## config.mk

```make
export PLATFORM = sky130hd
export DESIGN_NAME = tqm_cell
export DESIGN_NICKNAME = d
export VERILOG_FILES = /design/src/hdl/tqm_pkg.sv /design/src/hdl/tqm_cell.sv
export SDC_FILE = /design/constraint.sdc
export NUM_CORES = 1
export LEC_CHECK = 0
export CAP_MARGIN = 10
export CORE_AREA = 2 2 176 178
export DETAILED_ROUTE_END_ITERATION = 8
export DIE_AREA = 0 0 178 180
export DONT_BUFFER_PORTS = 1
export GPL_ROUTABILITY_DRIVEN = 0
export PLACE_DENSITY = 0.61
export SETUP_SLACK_MARGIN = 0.02
export SLEW_MARGIN = 0
export SYNTH_ARGS = -nofsm -noshare
export SYNTH_HDL_FRONTEND = slang
export SYNTH_SLANG_ARGS = --single-unit
```

## constraint.sdc

```tcl
create_clock -name clk -period 3.5 [get_ports clk]
set_clock_uncertainty 0.1 [all_clocks]
set_input_delay 0.7 -clock clk [delete_from_list [all_inputs] [get_ports clk]]
set_output_delay 0.7 -clock clk [all_outputs]
set_load 0.005 [all_outputs]
```

## src/hdl/tqm_pkg.sv

```systemverilog
// types and constants shared by the timer queue cells and controller
package tqm_pkg;

    localparam int MAX_RESULTS = 16;
    localparam int RES_CNT_W   = 5;
    localparam int RES_IDX_W   = 4;
    localparam int SLOT_IDX_W  = 8;
    localparam logic [9:0] MS_TO_US = 10'd1000;

    typedef enum logic [1:0] {
        REQ_ADD    = 2'd0,
        REQ_DELETE = 2'd1,
        REQ_TICK   = 2'd2,
        REQ_NONE   = 2'd3
    } req_code_t;

    typedef enum logic [2:0] {
        STAT_ADDED     = 3'd0,
        STAT_FULL      = 3'd1,
        STAT_DELETED   = 3'd2,
        STAT_NOT_FOUND = 3'd3,
        STAT_EXPIRED   = 3'd4,
        STAT_NOTHING   = 3'd5
    } status_code_t;

    typedef enum logic [1:0] {
        SCAN_FREE = 2'd0,
        SCAN_FIND = 2'd1,
        SCAN_DUE  = 2'd2,
        SCAN_MIN  = 2'd3
    } scan_mode_t;

    typedef enum logic [1:0] {
        OP_NONE   = 2'd0,
        OP_WRITE  = 2'd1,
        OP_CLEAR  = 2'd2,
        OP_RELOAD = 2'd3
    } cell_op_t;

    typedef struct packed {
        logic                  live;
        logic                  found;
        logic [SLOT_IDX_W-1:0] idx;
        logic [48:0]           deadline;
        logic [31:0]           ident;
        logic [31:0]           period;
    } scan_rec_t;

    typedef struct packed {
        cell_op_t              op;
        logic [SLOT_IDX_W-1:0] idx;
        logic [48:0]           deadline;
        logic [31:0]           ident;
        logic [31:0]           period;
    } cell_cmd_t;

    typedef struct packed {
        scan_mode_t  mode;
        logic [47:0] now;
        logic [31:0] key;
    } scan_ctl_t;

    typedef struct packed {
        logic [1:0]  req_type;
        logic [47:0] now;
        logic [31:0] delay_ms;
        logic [31:0] interval_ms;
        logic [31:0] timer_id;
    } req_t;

    typedef struct packed {
        logic [2:0]  status;
        logic [31:0] result_id;
        logic        reloaded;
        logic        last;
        logic        pending;
        logic [48:0] earliest_deadline;
    } rsp_t;

    typedef struct packed {
        logic [2:0]  status;
        logic [31:0] result_id;
        logic        reloaded;
    } res_ent_t;

endpackage

```

## src/hdl/tqm_cell.sv

```systemverilog
// one timer slot of the chain with its stage of the scan pipeline
module tqm_cell #(
    parameter int CELL_IDX = 0
) (
    input  logic                clk,
    input  logic                rst_n,
    input  tqm_pkg::cell_cmd_t  cmd,
    input  tqm_pkg::scan_ctl_t  ctl,
    input  tqm_pkg::scan_rec_t  scan_in,
    output tqm_pkg::scan_rec_t  scan_out
);
    import tqm_pkg::*;

    localparam logic [SLOT_IDX_W-1:0] MY_IDX = SLOT_IDX_W'(CELL_IDX);

    logic        valid_reg;
    logic [48:0] deadline_reg;
    logic [31:0] ident_reg;
    logic [31:0] period_reg;
    scan_rec_t   scan_reg;
    scan_rec_t   scan_next;
    logic        hit;
    logic        take;
    logic        earlier;

    assign hit     = (cmd.idx == MY_IDX);
    assign earlier = !scan_in.found || (deadline_reg < scan_in.deadline);

    always_ff @(posedge clk or negedge rst_n)
    begin
        if (!rst_n)
        begin
            valid_reg <= 1'b0;
        end
        else if (hit && cmd.op == OP_WRITE)
        begin
            valid_reg <= 1'b1;
        end
        else if (hit && cmd.op == OP_CLEAR)
        begin
            valid_reg <= 1'b0;
        end
    end

    always_ff @(posedge clk)
    begin
        if (hit && cmd.op == OP_WRITE)
        begin
            deadline_reg <= cmd.deadline;
            ident_reg    <= cmd.ident;
            period_reg   <= cmd.period;
        end
        else if (hit && cmd.op == OP_RELOAD)
        begin
            deadline_reg <= cmd.deadline;
        end
    end

    always_comb
    begin
        case (ctl.mode)
            SCAN_FREE: take = !scan_in.found && !valid_reg;
            SCAN_FIND: take = !scan_in.found && valid_reg && (ident_reg == ctl.key);
            SCAN_DUE:  take = valid_reg && (deadline_reg <= {1'b0, ctl.now}) && earlier;
            SCAN_MIN:  take = valid_reg && earlier;
            default:   take = 1'b0;
        endcase
        scan_next = scan_in;
        if (take)
        begin
            scan_next.found    = 1'b1;
            scan_next.idx      = MY_IDX;
            scan_next.deadline = deadline_reg;
            scan_next.ident    = ident_reg;
            scan_next.period   = period_reg;
        end
    end

    always_ff @(posedge clk or negedge rst_n)
    begin
        if (!rst_n)
        begin
            scan_reg <= '0;
        end
        else
        begin
            scan_reg <= scan_next;
        end
    end

    assign scan_out = scan_reg;

endmodule

```

* After elaboration in Yosys (flattened, before gate mapping) *
Index checks and enable logic that the tools add are counted.
W data, S select, Z words.

word-level totals
  flip-flop bits (word level) = 237
  output and inout port bits = 123
  logic and storage cells = 41

operators by class
  order comparisons = 2
  eq/ne operators = 7
  mux-type cells = 6
  reduce and logical (&&, ||, !) cells = 16

operators with widths
  cell                  count
  $mux W122             1
  $mux W49              2
  $le A49 B48 Y1        1
  $lt A49 B49 Y1        1
  $eq A32 B32 Y1        1
  $logic_and A1 B1 Y1   9
  $eq A2 B2 Y1 const B  4
  $logic_not A8 Y1      1
  $eq A2 B1 Y1 const B  2
  $pmux W1 S4           1
  $reduce_bool A2 Y1    2
  $logic_not A1 Y1      2
  $logic_not A2 Y1      1
  $mux W1               2
  $logic_or A1 B1 Y1    1

* Longest topological paths before layout *
Gate-level depths: netlist of the first run.

  word-level depth = 5
  depth in mapped cells = 12

* Least setup slack after synthesis of the first run *
Ideal clock, no wire load.

  path kind = input -> register
  start = input port cmd[114] (netlist bit)
  end = register ident_reg[0], enable pin
  setup time = 0.565 ns
  arrival time = 5.415 ns
  required time = 2.835 ns
  path slack = -2.581 ns
  stages on the path = 3
  buffers on the path = 0
  path through = nor4_1 -> nand2_1 -> nor3_1

between the ends
  cells in the longest elaborated chain, start to end = 2

RTL lines
  element               line            RTL
  start, declared       tqm_cell.sv:7   input tqm_pkg::cell_cmd_t cmd,
  $logic_not A8 Y1      tqm_cell.sv:26  assign hit = (cmd.idx == MY_IDX);
  $logic_and A1 B1 Y1   tqm_cell.sv:47  if (hit && cmd.op == OP_WRITE)
  end signal, assigned  tqm_cell.sv:50  ident_reg <= cmd.ident;
  end, declared         tqm_cell.sv:18  logic [31:0] ident_reg;

Every way passes these cells.
A chain may end at the register's enable or synchronous reset.

==> results_dict.tcl, run 1 <==
set metrics [dict create \
    first_global_vias 6862 \
    synthCells 776 \
    final_cells 1250 \
    nets 1258 \
    synth_area_per_cell_um2 14.5 \
    rsz0062_at_grt "yes" \
    cts_buffer_depth 3 \
    layout-area-overhead-vs-synth_pct 15.7 \
    clkTransAtPathRegs_ns 0.06 \
    drive_above_1_share 0.255 \
    r2r_end "scan_out[10]$_DFF_PN0_" \
    grt_antenna_before_repair 2 \
    start_kind "flip-flop" \
    reg2reg_setup_slack_ns 0.06 \
    grt_pass1_wl_um 43600 \
    routed_wl_um 30900 \
    register_area_mm2 0.00650 \
    synth_ff_type "dfrtp_1" \
    die_x_um 178 \
    die_y_um 180 \
    cts_num_sinks 237 \
    design.die.area_mm2 0.0320 \
    yosysSeqAreaShare 0.578 \
    clk_latency_ns 0.54 \
    worst_pin_slew_ns 0.639 \
    hold_path.class "in -> async" \
    reg2reg_depth 12 \
    status "finished, violations left" \
    multi_input_area_mm2 0.00432 \
    syn_nets 1202 \
    min_period_ns 3.44 \
    cts_tree "built" \
    violations "negative hold slack" \
    powerDensity_mw_per_mm2 495 \
    root_buffer "clkbuf_16" \
    vias 6302 \
    syn_area_mm2 0.0112 \
    drc 0 \
    post_drt_wl_per_cell_um 24.7 \
    critPathArrivalTime_ns 3.76 \
    core_area_mm2 0.0302 \
    hold_ws_ns -0.251 \
    required_ns 3.82 \
    path_max_fanout 17 \
    p_total_uw 6440 \
    synth-async-reset-ratio 0.523 \
    netlist-cell-type-count 48 \
    path_class "reg -> reg" \
    relSlewSlack 0.570 \
    io_buffers 0 \
    r2r_start "deadline_reg[34]$_DFFE_PP_" \
    largest_reg_flops 123 \
    overflow 0 \
    slew_violations 0 \
    htreeDepth 1 \
    drt-initial-drc-count 288 \
    ioPinCount 453 \
    hpwl_um 23200 \
    synth_edf_count 113 \
    first_pass_iters 4 \
    row_count 64 \
    max_freq_ghz 0.291 \
    hold_viol_final 124 \
    initial_core_util 0.372 \
    synth_top_area_share 0.302 \
    grt.total_usage 0.185 \
    setup_violations 0 \
    grt_max_degree 125 \
    vdd_drop_max_mv 0.386 \
    synthTopCellsByArea "edfxtp_1 30%, dfrtp_1 28%, ha_1 11%" \
    fin_crit_sh 0.983 \
    netlist_top_cells_count "124 x dfrtp_1, 113 x edfxtp_1, 99 x inv_1" \
    ys_seq_elements 237 \
    drtAntennaViolNets 0 \
    dpl.cell_count 1189 \
    leakage_uw 0.00580 \
    yosysTopAreaCell "edfxtp_1" \
    num-fill-cells 2722 \
    ys_warn_count 0 \
    endpoint_kind "flip-flop" \
    vias_per_cell 5.04 \
    synth_most_common_cell "dfrtp_1" \
    drv_cap 0 \
    cts_buffers 26 \
]
-- power breakdown --
group	switching (µW)	total, µW	internal (µW)
clock network	1100	2760	1660
logic	226	539	313
registers	93.5	3140	3050
-- cell type report --
cell class	instances	area share
antenna	2	0.000385
clock buffer	38	0.0558
tap	396	0.0381
sequential	237	0.499
clock inverter	10	0.0107
multi-input combinational	426	0.332
inverter	100	0.0289
timing repair buffer	41	0.0346
-- worst max-delay path by stage --
stage	from	cells after the start	slack [ns]	to
after floorplan	ctl[78]	12	0.1	scan_out[100]$_DFF_PN0_
after global placement	scan_in[70]	11	-0.30	scan_out[49]$_DFF_PN0_
after detailed placement	scan_in[70]	11	-0.33	scan_out[34]$_DFF_PN0_
after CTS	deadline_reg[6]$_DFFE_PP_	10	-0.01	scan_out[49]$_DFF_PN0_
after global routing	deadline_reg[6]$_DFFE_PP_	12	-0.08	scan_out[102]$_DFF_PN0_
final	deadline_reg[34]$_DFFE_PP_	12	0.06	scan_out[10]$_DFF_PN0_
-- routing by layer --
| metal | global-route usage | wire [µm] | vias up |
|---|---|---|---|
| met4 | 0.0551 | 772 | 0 |
| met1 | 0.212 | 11800 | 3103 |
| met5 | 0 | 0 | - |
| met3 | 0.0571 | 2510 | 46 |
| met2 | 0.327 | 15800 | 267 |
| li1 | - | - | 2886 |
-- worst max-delay path, stage by stage, from the launching register on --
cell and delay (ns):
edfxtp_1 0.45, ha_4 0.30, nand2_1 0.07, nor3_2 0.17, or4b_4 0.50, or4_4 0.44, clkinv_1 0.08, a211oi_2 0.08
o211ai_4 0.31, buf_12 0.18, buf_12 0.12, buf_16 0.16, mux2_2 0.34
-- stage by stage --
| stage | hold slack, ns | instance area [µm²] | util | setup TNS [ns] | setup slack (ns) |
|---|---|---|---|---|---|
| 2_1_floorplan | 0.304 | 11300 | - | 0 | 0.0981 |
| 3_3_place_gp | 0.307 | 11800 | 0.392 | -30.56 | -0.304 |
| 3_5_place_dp | 0.307 | 11800 | 0.392 | -33.71 | -0.330 |
| 4_1_cts | -0.274 | 12800 | 0.423 | -0.0517 | -0.0122 |
| 5_1_grt | -0.278 | 13000 | 0.431 | -1.59 | -0.0820 |
| 6_report | -0.251 | 13000 | 0.431 | 0 | 0.0610 |
-- cell families after synthesis --
| kind of cell | synth area share |
|---|---|
| adders and majority gates | 0.107 |
| AOI/OAI and AO/OA | 0.0474 |
| DFF | 0.578 |
| xor gates and xnor gates | 0.0249 |
| muxes | 0.140 |
| buffers and inverters | 0.0519 |
| and+or+nand+nor | 0.0510 |
-- cell usage in the layout (no fill, tap or decap), types with 3 or more instances in the layout --
cell / count
dfrtp_1: 124
edfxtp_1: 113
inv_1: 99
ha_1: 89
mux2_4: 81
mux2_2: 32
buf_4: 31
a21oi_1: 30
clkbuf_16: 29
nand2_1: 25
xor2_1: 20
nand4_1: 18
o21ai_0: 16
nor2_1: 12
xnor2_1: 12
a21o_1: 9
clkbuf_1: 9
nor4_1: 8
and2_1: 8
nand3_1: 7
ha_4: 7
and3_1: 5
buf_12: 5
a211oi_1: 4
a211oi_2: 4
clkinv_2: 4
nor3_1: 3
and4_1: 3
bufinv_16: 3
clkbuf_8: 3
-- repair_timing --
item,4_1_cts,5_1_grt
buffers inserted,0,7
pin swaps,1,3
resized for setup,6,18
cloned,1,3
hold endpoints to repair,124,124
setup endpoints to repair,102,121
Power figures use the tool's default switching activity.
==> inputs of run 2 (changes only) <==
- CELL_PAD_IN_SITES_DETAIL_PLACEMENT: unset -> 1
- CELL_PAD_IN_SITES_GLOBAL_PLACEMENT: unset -> 2
- CORE_AREA: 2 2 176 178 -> unset
- CORE_MARGIN: unset -> 2
- CORE_UTILIZATION: unset -> 37
- DIE_AREA: 0 0 178 180 -> unset
- PLACE_DENSITY: 0.61 -> 0.84
==> run 2 against run 1 <==
Against the previous run: die area down 0.79%; clock-buffer cell count down 7; the run still ends with negative hold slack left; clock power down 2%; total power down 1.4%; final area down 2.0%; critical path depth down 1; critical path type unchanged.
==> results_dict.tcl, run 2 (synthesis gave the netlist of run 1 again) <==
set metrics [dict create \
    status "finished, violations left" \
    violations "negative hold slack" \
    r2r_end "scan_out[65]$_DFF_PN0_" \
    r2r_start "deadline_reg[45]$_DFFE_PP_" \
    drtAntennaViolNets 0 \
    mostFrequentLayoutCells "124 x dfrtp_1, 113 x edfxtp_1, 99 x inv_1, 93 x ha_1, 81 x mux2_4" \
    dpl.cell_count 1173 \
    register_area_mm2 0.00650 \
    layout-area-overhead-vs-synth_pct 13.4 \
    clk_latency_ns 0.53 \
    root_buffer "clkbuf_16" \
    fin_crit_sh 0.972 \
    vias 6420 \
    endpoint_kind "flip-flop" \
    hpwl_um 24500 \
    cts_num_sinks 237 \
    grt.total_usage 0.192 \
    ioPinCount 453 \
    grt_max_degree 125 \
    hold_viol_final 124 \
    drc 0 \
    worst_pin_slew_ns 0.662 \
    routed_wl_um 32300 \
    overflow 0 \
    layout_setup_ws_ns 0.0970 \
    grt_antenna_before_repair 6 \
    layout_commonest_cell "dfrtp_1" \
    post-place-ws_ns -0.237 \
    htreeDepth 1 \
    core_area_mm2 0.0298 \
    cts_tree "built" \
    slew_violations 0 \
    reg2reg_depth 11 \
    row_count 63 \
    required_ns 3.81 \
    first_pass_iters 4 \
    hold_path.class "in -> async" \
    setup_violations 0 \
    hold_ws_ns -0.238 \
    die_x_um 178 \
    num-fill-cells 3026 \
    relSlewSlack 0.559 \
    path_class "reg -> reg" \
    critPathArrivalTime_ns 3.71 \
    path_max_fanout 41 \
    max_freq_ghz 0.294 \
    clkTransAtPathRegs_ns 0.07 \
    largest_reg_flops 123 \
    vdd_drop_max_mv 0.410 \
    min_period_ns 3.40 \
    vias_per_cell 5.22 \
    drt-initial-drc-count 258 \
    powerDensity_mw_per_mm2 498 \
    post_drt_wl_per_cell_um 26.3 \
    leakage_uw 0.00567 \
    drv_cap 0 \
    final_cells 1229 \
    start_kind "flip-flop" \
    rsz0062_at_grt "yes" \
    cts_buffer_depth 3 \
    initial_core_util 0.377 \
    first_global_vias 7043 \
    die_y_um 178 \
    reg2reg_setup_slack_ns 0.1 \
    design.die.area_mm2 0.0318 \
    drive_above_1_share 0.233 \
    nets 1243 \
    multi_input_area_mm2 0.00426 \
    io_buffers 0 \
    grt_pass1_wl_um 44800 \
    cts_buffers 27 \
]
## run 2: where the power goes
part           internal [µW]  switching [µW]  total (µW)
Clock                   1560            1140        2700
Sequential              3050            93.3        3140
Combinational            292             221         513
Total                   4900            1450        6350
## run 2: worst max-delay path by stage
stage,end,slack [ns],startpoint
2_1_floorplan,scan_out[100]$_DFF_PN0_,0.1,ctl[78]
3_3_place_gp,scan_out[46]$_DFF_PN0_,-0.21,ctl[38]
3_5_place_dp,scan_out[3]$_DFF_PN0_,-0.24,ctl[78]
4_1_cts,scan_out[0]$_DFF_PN0_,0.04,deadline_reg[46]$_DFFE_PP_
5_1_grt,scan_out[66]$_DFF_PN0_,-0.02,deadline_reg[46]$_DFFE_PP_
6_report,scan_out[65]$_DFF_PN0_,0.1,deadline_reg[45]$_DFFE_PP_
## run 2: timing repair
item	in CTS	in global routing
cloned	1	0
setup endpoints to repair	10	110
gates resized for setup	5	9
pin swaps	1	1
buffers inserted	3	1
hold endpoints to repair	124	124
## run 2: final cells by class
cell class | instances | share of cell area
Sequential cell | 237 | 0.510
Multi-Input combinational cell | 426 | 0.334
Clock buffer | 31 | 0.0542
Tap cell | 390 | 0.0383
Inverter | 100 | 0.0294
Timing Repair Buffer | 25 | 0.0224
Clock inverter | 17 | 0.0113
Antenna cell | 3 | 0.000589
## run 2: critical path, cell delays in order, from the launching register on
cell	delay, ns
edfxtp_1	0.45
ha_4	0.31
nand4b_4	0.11
nor3_2	0.17
or4b_4	0.49
or4_4	0.44
buf_4	0.15
o211ai_2	0.17
o211ai_4	0.10
buf_12	0.19
buf_16	0.18
mux2_4	0.35
## run 2: metal layers
metal | vias up | wire length (µm) | track usage
met5 | - | 23 | 0
met4 | 4 | 1050 | 0.0617
met3 | 68 | 2970 | 0.0648
met2 | 305 | 16600 | 0.341
met1 | 3187 | 11700 | 0.217
li1 | 2856 | - | -
## run 2: per-stage QoR
step | power, µW | instance area [µm²] | setup TNS (ns) | util
after global routing | 6590 | 12700 | -0.227 | 0.428
after CTS | 6440 | 12700 | 0 | 0.426
after detailed placement | 3690 | 11800 | -22.80 | 0.395
after global placement | 3670 | 11800 | -22.02 | 0.395
after floorplan | 3580 | 11300 | 0 | -
final | 6350 | 12700 | 0 | 0.428
==> inputs of run 3 (changes only) <==
- BUFFER_PORTS_ARGS: unset -> -buffer_cell sky130_fd_sc_hd__buf_2
- CAP_MARGIN: 10 -> 20
- CORE_UTILIZATION: 37 -> 28
- DONT_BUFFER_PORTS: 1 -> unset
==> run 3 against run 2 <==
Against the previous run: the flow now finishes without violations; critical path type unchanged; largest power group unchanged; first-iteration DRC count increased by 2.3%; sequential power is 2% lower; clock-buffer cell count grew 16; final cell count rose by 52%; routed wire length is 20% higher; worst hold slack improved by 0.27 ns; flip-flop and latch count stayed put; register-to-register slack hardly changed; critical endpoint is now scan_out[103]$_DFF_PN0_; global-route usage is 1.5 points lower; non-clock buffer count rose by 495; highest routed layer unchanged; combinational power is 97% higher.
==> results_dict.tcl, run 3 (synthesis gave the netlist of run 1 again) <==
set metrics [dict create \
    p_total_uw 7180 \
    hold_viol_final 0 \
    hpwl_um 30400 \
    endpoint_kind "flip-flop" \
    stdcell_area_mm2 0.0159 \
    drive_above_1_share 0.526 \
    required_ns 3.82 \
    worst_pin_slew_ns 0.818 \
    powerDensity_mw_per_mm2 451 \
    grt_max_degree 63 \
    clk_latency_ns 0.56 \
    max_freq_ghz 0.293 \
    mostFrequentLayoutCells "451 x buf_2, 124 x dfrtp_1, 113 x edfxtp_1, 99 x inv_1, 91 x ha_1" \
    setup_violations 0 \
    root_buffer "clkbuf_16" \
    layout-area-overhead-vs-synth_pct 41.5 \
    vias_per_cell 4.42 \
    drv_cap 0 \
    drt-initial-drc-count 264 \
    clkTransAtPathRegs_ns 0.06 \
    post_drt_wl_per_cell_um 20.7 \
    leakage_uw 0.00784 \
    cts_tree "built" \
    rsz0062_at_grt "yes" \
    cts_buffers 28 \
    first_pass_iters 4 \
    layout_setup_ws_ns 0.0877 \
    overflow 0 \
    first_global_vias 9183 \
    path_max_fanout 16 \
    die_y_um 204 \
    grt_pass1_wl_um 54600 \
    slew_violations 0 \
    dpl.cell_count 1794 \
    min_period_ns 3.41 \
    cts_buffer_depth 3 \
    io_buffers 452 \
    start_kind "flip-flop" \
    path_class "reg -> reg" \
    layout_commonest_cell "buf_2" \
    ioPinCount 453 \
    core_area_mm2 0.0396 \
    drc 0 \
    routed_wl_um 38600 \
    grt_antenna_before_repair 11 \
    vdd_drop_max_mv 0.403 \
    initial_core_util 0.284 \
    grt.total_usage 0.177 \
    hold_path.class "in -> async" \
    design.die.area_mm2 0.0418 \
    vias 8244 \
    die_x_um 204 \
    cts_num_sinks 237 \
    reg2reg_depth 12 \
    row_count 73 \
    ctsHoldBuffers 0 \
    post-place-ws_ns -0.589 \
    critPathArrivalTime_ns 3.74 \
    relSlewSlack 0.453 \
    nets 1739 \
    fin_crit_sh 0.975 \
    largest_reg_flops 123 \
    final_cells 1865 \
    status "finished, final reports clean" \
    drtAntennaViolNets 0 \
    placed_cell_area_mm2 0.0146 \
    num-fill-cells 4335 \
    hold_ws_ns 0.0322 \
    htreeDepth 1 \
]
## run 3: cell count changes in the layout (fill, tap and decap cells not counted), moves of 4 or more
cell / before / now
buf_2: 0 / 451
buf_4: 19 / 40
buf_12: 3 / 14
buf_6: 0 / 10
clkbuf_16: 27 / 35
clkbuf_8: 0 / 7
clkinv_1: 7 / 1
clkbuf_1: 4 / 8
## run 3: area by class of cell
class	count	area [µm²]	share of cell area
Tap cell	525	657	0.0413
Sequential cell	237	6500	0.408
Multi-Input combinational cell	426	4310	0.271
Antenna cell	5	12.5	0.000787
Timing Repair Buffer	520	3070	0.193
Clock inverter	5	55.1	0.00346
Inverter	100	375	0.0236
Clock buffer	47	927	0.0583
## run 3: worst paths after layout
check / from / endpoint / slack [ns]
max: deadline_reg[6]$_DFFE_PP_ / scan_out[103]$_DFF_PN0_ / 0.09
min: rst_n / scan_out[34]$_DFF_PN0_ / 0.03
max reg2reg: deadline_reg[6]$_DFFE_PP_ / scan_out[103]$_DFF_PN0_ / 0.09
min reg2reg: period_reg[26]$_DFFE_PP_ / scan_out[26]$_DFF_PN0_ / 0.38
max in group asynchronous: rst_n / scan_out[90]$_DFF_PN0_ / 2.32
min in group clk: scan_in[122] / scan_out[122]$_DFF_PN0_ / 0.16
## run 3: where the power goes
part | total (µW) | leakage, µW | switching [µW] | internal, µW
clock network | 3080 | 0.000485 | 1200 | 1870
logic | 1010 | 0.00489 | 440 | 575
registers | 3090 | 0.00246 | 42.0 | 3050
## run 3: metrics by stage
step | setup TNS, ns | util
5_1_grt | -5.19 | 0.401
2_1_floorplan | 0 | -
6_report | 0 | 0.401
3_3_place_gp | -57.44 | 0.368
3_5_place_dp | -66.62 | 0.368
4_1_cts | -0.0382 | 0.398
## run 3: repair_timing
action | 4_1_cts | 5_1_grt
cloned | 1 | 3
pin swaps | 5 | 6
setup buffers | 10 | 0
setup endpoints to repair | 121 | 120
endpoints found under the hold margin | 0 | 0
resized for setup | 19 | 13
## run 3: worst max-delay path, cell delays in order (launching register included)
cell and delay, ns:
edfxtp_1 0.43, ha_4 0.25, a211oi_2 0.21, o21bai_2 0.12, or4_4 0.54, a32o_2 0.32
a211oi_4 0.24, nand2b_4 0.18, o211ai_4 0.09, buf_12 0.18, buf_12 0.14, buf_12 0.16
mux2_4 0.30
## run 3: layer usage
metal	routed length [µm]	part of all wire	GRT usage
met3	2440	0.063	0.0466
met2	19900	0.52	0.313
met4	937	0.024	0.0492
met1	15200	0.39	0.210
met5	81	0.0021	0
